$ cat config.mk
export PLATFORM = sky130hd
export DESIGN_NAME = bclc_ctrl
export DESIGN_NICKNAME = d
export VERILOG_FILES = /design/src/sv/bclc_pkg.sv /design/src/sv/bclc_ctrl.sv
export SDC_FILE = /design/constraint.sdc
export NUM_CORES = 1
export LEC_CHECK = 0
export ABC_CLOCK_PERIOD_IN_PS = 8600
export BUFFER_PORTS_ARGS = -buffer_cell sky130_fd_sc_hd__buf_2
export CORE_UTILIZATION = 30
export CTS_BUF_LIST = sky130_fd_sc_hd__clkbuf_8
export CTS_CLUSTER_SIZE = 20
export DETAILED_ROUTE_END_ITERATION = 6
export GPL_ROUTABILITY_DRIVEN = 0
export GPL_TIMING_DRIVEN = 0
export SYNTH_ARGS = -nofsm -noshare
export SYNTH_HDL_FRONTEND = slang
export SYNTH_SLANG_ARGS = --single-unit
$ cat constraint.sdc
create_clock -name clk -period 8.6 [get_ports clk]
set_clock_uncertainty 0.2 [all_clocks]
set_input_delay 1.72 -clock clk [delete_from_list [all_inputs] [get_ports clk]]
set_output_delay 1.72 -clock clk [all_outputs]
set_load 0.01 [all_outputs]
$ cat src/sv/bclc_pkg.sv
// Package for the block cache tag and replacement controller.
// Holds widths, request kinds and the controller-to-datapath command structs.
// No dependencies.
package bclc_pkg;

  localparam int LinesDefault   = 64;
  localparam int DevicesDefault = 64;
  localparam int MaxOut         = 64;
  localparam int KindW          = 3;
  localparam int DevW           = 6;
  localparam int AddrW          = 64;
  localparam int StampW         = 64;
  localparam int LineOutW       = 6;

  localparam logic [KindW-1:0] KIND_READ  = 3'd0;
  localparam logic [KindW-1:0] KIND_WRITE = 3'd1;
  localparam logic [KindW-1:0] KIND_FLUSH = 3'd2;
  localparam logic [KindW-1:0] KIND_SYNCA = 3'd3;
  localparam logic [KindW-1:0] KIND_SYNCD = 3'd4;

  typedef struct packed {
    logic start;
    logic step;
    logic commit;
    logic sync_clean;
  } dp_cmd_t;

  typedef struct packed {
    logic scan_end;
    logic hit_found;
    logic sync_hit;
  } dp_sts_t;

endpackage

$ cat src/sv/bclc_ctrl.sv
// Controller state machine of the block cache controller.
// Depends on bclc_pkg; steers bclc_datapath and owns the output register.
module bclc_ctrl #(
  parameter int DEVICES = bclc_pkg::DevicesDefault
) (
  input  logic                       clk,
  input  logic                       rst_n,
  input  logic                       in_tvalid,
  output logic                       in_tready,
  input  logic [bclc_pkg::KindW-1:0] kind,
  input  logic [bclc_pkg::DevW-1:0]  device,
  input  logic                       request_end,
  output logic                       load,
  output bclc_pkg::dp_cmd_t          cmd,
  input  bclc_pkg::dp_sts_t          sts,
  input  logic                       res_hit,
  input  logic [bclc_pkg::LineOutW-1:0] res_line,
  input  logic                       res_wb,
  input  logic [bclc_pkg::DevW-1:0]  res_vdev,
  input  logic [bclc_pkg::AddrW-1:0] res_vaddr,
  input  logic                       res_fill,
  output logic                       out_tvalid,
  input  logic                       out_tready,
  output logic [79:0]                out_tdata,
  output logic [1:0]                 out_tuser
);

  localparam logic [2:0] S_IDLE = 3'd0;
  localparam logic [2:0] S_SCAN = 3'd1;
  localparam logic [2:0] S_DONE = 3'd2;
  localparam logic [2:0] S_SYNC = 3'd3;
  localparam logic [2:0] S_WAIT = 3'd4;

  logic [2:0]  state_r, state_nxt;
  logic        ovalid_r;
  logic [79:0] odata_r;
  logic [1:0]  ouser_r;
  logic        done_r, any_r, any_nxt;
  logic        is_sync, bad, obusy, push, push_empty;

  assign is_sync = kind == bclc_pkg::KIND_SYNCA || kind == bclc_pkg::KIND_SYNCD;
  assign bad = kind > bclc_pkg::KIND_SYNCD || 32'(device) >= DEVICES;
  assign obusy = ovalid_r && !out_tready;
  assign in_tready = (state_r == S_IDLE) && !obusy;
  assign load = in_tvalid && in_tready;

  always_comb begin
    state_nxt      = state_r;
    cmd            = '0;
    push           = 1'b0;
    push_empty     = 1'b0;
    any_nxt        = any_r;
    unique case (state_r)
      S_IDLE: begin
        if (load) begin
          if (bad) begin
            push = 1'b1;
            push_empty = 1'b1;
          end else begin
            state_nxt = is_sync ? S_SYNC : S_SCAN;
            any_nxt = 1'b0;
          end
        end
      end
      S_SCAN: begin
        cmd.step = 1'b1;
        if (sts.scan_end) state_nxt = S_DONE;
      end
      S_DONE: begin
        if (!obusy) begin
          push = 1'b1;
          cmd.commit = 1'b1;
          state_nxt = S_IDLE;
        end
      end
      S_SYNC: begin
        if (!obusy) begin
          cmd.step = 1'b1;
          if (sts.sync_hit) begin
            cmd.sync_clean = 1'b1;
            push = 1'b1;
            any_nxt = 1'b1;
          end
          if (sts.scan_end) state_nxt = S_WAIT;
        end
      end
      S_WAIT: begin
        // The last sync result is sent once the scan proves no dirty line follows.
        if (!obusy) begin
          push = 1'b1;
          push_empty = !any_r;
          state_nxt = S_IDLE;
        end
      end
      default: state_nxt = S_IDLE;
    endcase
    cmd.start = load;
  end

  // A sync result is held back one line so its last flag is known before sending.
  logic        pend_r;
  logic [79:0] pdata_r;
  logic [79:0] rdata;
  assign rdata = {1'b0, res_fill, res_vaddr, res_vdev, res_wb, res_line, res_hit};

  always_ff @(posedge clk) begin
    if (!rst_n) begin
      state_r  <= S_IDLE;
      ovalid_r <= 1'b0;
      pend_r   <= 1'b0;
      any_r    <= 1'b0;
    end else begin
      state_r <= state_nxt;
      any_r   <= any_nxt;
      if (ovalid_r && out_tready) ovalid_r <= 1'b0;
      if (push && state_r == S_SYNC) begin
        pend_r  <= 1'b1;
        pdata_r <= rdata;
        if (pend_r) begin
          ovalid_r <= 1'b1;
          odata_r  <= pdata_r;
          ouser_r  <= {1'b0, done_r};
        end
      end else if (push) begin
        ovalid_r <= 1'b1;
        pend_r   <= 1'b0;
        ouser_r  <= {1'b1, load ? request_end : done_r};
        if (push_empty) odata_r <= '0;
        else if (pend_r) odata_r <= pdata_r;
        else odata_r <= rdata;
      end
    end
    if (load) done_r <= request_end;
  end

  assign out_tvalid = ovalid_r;
  assign out_tdata  = odata_r;
  assign out_tuser  = ouser_r;

endmodule

Word-level counts from Yosys, hierarchy flattened
Cells that the tools add are included.
W data, S select, Z words.
{"block": "op_classes", "order_cmp": 1, "eq_ne": 14, "mux": 39, "reduce_logical": 17}
{"cell": "$mux W80", "n": 3}
{"cell": "$mux W79", "n": 2}
{"cell": "$mux W1", "n": 19}
{"cell": "$mux W3", "n": 6}
{"cell": "$ne A2 B2 Y1 const B", "n": 8}
{"cell": "$pmux W3 S4", "n": 1}
{"cell": "$eq A3 B2 Y1 const B", "n": 3}
{"cell": "$mux W2", "n": 4}
{"cell": "$eq A3 B3 Y1 const B", "n": 2}
{"cell": "$pmux W1 S2", "n": 3}
{"cell": "$reduce_and A6 Y1", "n": 1}
{"cell": "$logic_and A1 B1 Y1", "n": 5}
{"cell": "$reduce_and A5 Y1", "n": 1}
{"cell": "$reduce_bool A2 Y1", "n": 2}
{"cell": "$eq A3 B1 Y1 const B", "n": 1}
{"cell": "$gt A3 B3 Y1 const B", "n": 1}
{"cell": "$logic_not A1 Y1", "n": 3}
{"cell": "$logic_not A3 Y1", "n": 1}
{"cell": "$pmux W1 S3", "n": 1}
{"cell": "$reduce_and A3 Y1", "n": 1}
{"cell": "$reduce_and A2 Y1", "n": 1}
{"cell": "$reduce_or A2 Y1", "n": 1}
{"cell": "$logic_or A1 B1 Y1", "n": 1}
{"block": "totals", "reg_bits": 168, "in_bits": 96, "output_inout_bits": 89, "word_cells": 79}

Logic depth before layout (Yosys ltp)
{"block": "logic_depth", "ltp_word": 10, "depth_mapped": 8}

Least setup slack after synthesis
Ideal clock, no wire load.
{"block": "synth_path", "path_type": "in2reg", "start": "input out_tready", "end": "register pdata_r[0], enable pin", "setup_time_ps": 447, "t_arrival_ps": 4144, "required_ps": 7953, "path_slack_ps": 3809, "path_stages": 4, "path_cell_list": "nand2b_1 buf_2 and3_1 and2_1"}
{"block": "synth_between", "elab_chain_len": 9, "word_cells_on_any_way": 11, "cone_classes": "mux (4); reduce/logical (7)"}
{"element": "start: declaration", "line": "bclc_ctrl.sv:23", "text": "input logic out_tready,"}
{"element": "$logic_not A1 Y1 *", "line": "bclc_ctrl.sv:43", "text": "assign obusy = ovalid_r && !out_tready;"}
{"element": "$logic_and A1 B1 Y1 *", "line": "bclc_ctrl.sv:43"}
{"element": "$logic_not A1 Y1"}
{"element": "$logic_and A1 B1 Y1", "line": "bclc_ctrl.sv:44", "text": "assign in_tready = (state_r == S_IDLE) && !obusy;"}
{"element": "$logic_and A1 B1 Y1", "line": "bclc_ctrl.sv:45", "text": "assign load = in_tvalid && in_tready;"}
{"element": "$mux W1", "line": "bclc_ctrl.sv:55", "text": "if (load) begin"}
{"element": "$pmux W1 S3 *", "line": "bclc_ctrl.sv:53", "text": "unique case (state_r)"}
{"element": "$logic_and A1 B1 Y1 *", "line": "bclc_ctrl.sv:116", "text": "if (push && state_r == S_SYNC) begin"}
{"element": "$reduce_and A2 Y1 (no source line) *"}
{"element": "end signal: assignment", "line": "bclc_ctrl.sv:118", "text": "pdata_r <= rdata;"}
{"element": "end: declaration", "line": "bclc_ctrl.sv:102", "text": "logic [79:0] pdata_r;"}
Every way passes the cells marked *; elsewhere a longest branch is shown, timed or not.
A chain may end at the register's enable or synchronous reset.

==> results.sh <==
export IMPL_drive_gt1_share_pct=34.19
export IMPL_power_leakage_nw=3.150
export IMPL_wl_per_cell_um=15.51
export IMPL_die_height_um=149.1
export IMPL_clockPowerShare_pct=34.3
export IMPL_synth_edff_count=160
export IMPL_p_sw_share_pct=24.12
export IMPL_hold_class="reg -> reg"
export IMPL_dr_total_vias=4336
export IMPL_required_ns=6.68
export IMPL_max_cap_viol_count=0
export IMPL_critPathArrivalTime_ns=2.70
export IMPL_r2r_start="state_r[2]"
export IMPL_cts_resized=0
export IMPL_min_period_over_period_pct=53.67
export IMPL_slew_violations=0
export IMPL_grt_max_degree=57
export IMPL_drc=0
export IMPL_p_switching_uw=395.1
export IMPL_cts_setup_buffers=0
export IMPL_grt_usage_pct=14.24
export IMPL_start_util_pct=30.78
export IMPL_min_from="done_r"
export IMPL_ys_async_sr_fraction_pct=0
export IMPL_cts_buffer_depth=2
export IMPL_syn_num_nets=586
export IMPL_critPathKind="in -> out"
export IMPL_ys_ff_latch=167
export IMPL_whs_ns=0.2986
export IMPL_finalWirelength_mm=15.15
export IMPL_cts_root_buf="clkbuf_8"
export IMPL_hold_viol_final=0
export IMPL_vias_per_cell=4.438
export IMPL_synth_area_leaders="edfxtp_1 74%, nand2_1 9.3%, a21oi_1 6.2%"
export IMPL_fp_dieW_um=149.1
export IMPL_p_int_mw=1.243
export IMPL_clock_sinks=167
export IMPL_insertion_delay_ns=0.45
export IMPL_finish_utilization_pct=38.76
export IMPL_synth_warning_count=0
export IMPL_syn_inst=490
export IMPL_synth_top_area_cell="edfxtp_1"
export IMPL_htree_levels=4
export IMPL_min_period_ns=4.616
export IMPL_synth_top_cells_by_count="160 x edfxtp_1, 160 x nand2_1, 81 x a21oi_1, 15 x buf_2, 9 x clkbuf_1"
export IMPL_tns_ns=0
export IMPL_pwr_share_comb_pct=9.0
export IMPL_relSlewSlack_pct=61.65
export IMPL_start_kind="input pin"
export IMPL_antenna_found_initial=6
export IMPL_synth_distinct_cells=39
export IMPL_drt_initial_drc_count=189
export IMPL_synthFlopType="edfxtp_1"
export IMPL_overflow=0
export IMPL_grt_pass1_vias=4322
export IMPL_grt_pass1_wl_mm=23.56
export IMPL_cts_tree="done"
export IMPL_syn_area_um2=6491
export IMPL_nFillCells=2056
export IMPL_yosysSeqAreaShare_pct=76.18
export IMPL_ctsHoldBuffers=0
export IMPL_fmax_ghz=0.2167
export IMPL_peakVddDrop_uv=79.13
export IMPL_postRouteAntennaNets=0
export IMPL_outcome="finished, final reports clean"
export IMPL_io_buffers=175
export IMPL_p_per_area_nw_per_um2=200.4
export IMPL_nets=782
export IMPL_crit_fanout=9
export IMPL_seqPwrFrac_pct=56.8
export IMPL_hpwl_mm=10.13
export IMPL_critPathLaunch="out_tready"
export IMPL_setup_viol=0
export IMPL_numCtsBuffers=17
export IMPL_rsz0062_at_grt="false"
export IMPL_worstMarginPinSlew_ns=0.5719
export IMPL_ios=185
export IMPL_synth_top_area_share_pct=74.02
export IMPL_cts_clk_slew_worst_paths_ns=0.09
export IMPL_area_growth_pct=25.93
export IMPL_coreArea_um2=21090
export IMPL_die_area_um2=22230
export IMPL_dr_pass1_iters=4
export IMPL_rows=53
export IMPL_endpoint_kind="output port"
export IMPL_syn_avg_cell_area_um2=13.25
## cells by family (layout without fill, tap and decap cells)
group	after synthesis	count (layout)	share of synthesized area, %
AND/OR/NAND/NOR	185	185	11.68
flip-flops	167	167	76.18
AO/OA/AOI/OAI	99	99	8.655
buffers and inverters	35	244	2.949
multiplexers	2	2	0.3469
other	1	4	0.05777
XOR/XNOR	1	1	0.1350
## layout by cell type (no fill, tap or decap), drive strengths merged, types with 3 or more instances in the layout
cell type / netlist / final
clkinv: 0 / 3
diode: 0 / 3
nor2b: 4 / 4
a21oi: 81 / 81
clkinvlp: 0 / 5
clkbuf: 9 / 26
nor2: 4 / 4
buf: 24 / 201
dfxtp: 7 / 7
nand2: 160 / 160
inv: 2 / 7
nand2b: 4 / 4
edfxtp: 160 / 160
## metal layers
layer	GRT usage (%)	share of wire (%)	wire (um)	vias up
met4	4.286	1.3	194	6
met1	18.15	44	6608	2037
met2	22.58	49	7370	137
li1	-	-	-	2139
met3	5.138	6.2	943	17
met5	0	0.24	36	-
## sequential cells by signal (all words and copies together) (netlist names)
| signal | count |
|---|---|
| pdata_r | 79 |
| any_r | 1 |
| state_r | 3 |
| out_tvalid | 1 |
| out_tdata | 79 |
| pend_r | 1 |
| out_tuser | 2 |
| done_r | 1 |
## worst max-delay path, cell delays in order
cell,delay [ns]
buf_2,0.10
nand2b_1,0.13
buf_2,0.18
nand3_1,0.22
inv_1,0.08
buf_4,0.13
buf_2,0.12
## path summary, 6_finish.rpt
check                                     to  slack (ns)  depth (start not counted)
worst max-delay path                  cmd[3]        3.98                          7
worst min-delay path                  done_r        0.30                          1
worst max register to register  out_tdata[4]        5.94                          5
worst min register to register        done_r        0.30                          1
## metrics by stage
stage | cells | total power, mW | instance area (um2) | worst slack (ns)
3_5_place_dp | 942 | 1.098 | 7776 | 3.985
6_report | 977 | 1.638 | 8174 | 3.984
4_1_cts | 974 | 1.667 | 8167 | 3.976
3_3_place_gp | 940 | 1.096 | 7711 | 2.525
2_1_floorplan | 490 | 1.028 | 6491 | 3.809
5_1_grt | 976 | 1.716 | 8172 | 3.871
## final cells by class
class / instances / area, um2 / share of cell area, %
antenna: 3 / 7.507 / 0.09184
buffer: 33 / 183.9 / 2.250
clock buffer: 17 / 234.0 / 2.862
clock inverter: 15 / 156.4 / 1.913
inverter: 2 / 7.507 / 0.09184
multi-input combinational: 288 / 1365 / 16.70
sequential: 167 / 4945 / 60.49
tap: 275 / 344.1 / 4.209
timing repair buffer: 177 / 930.9 / 11.39
## power by group through the flow
stage / Combinational, mW / Sequential [mW] / Clock (mW)
final: 0.147 / 0.930 / 0.562
after floorplan: 0.0661 / 0.962 / 0
after detailed placement: 0.150 / 0.949 / 0
after global placement: 0.144 / 0.952 / 0
after global routing: 0.166 / 0.933 / 0.618
after CTS: 0.150 / 0.930 / 0.587
(Power assumes the default switching activity.)
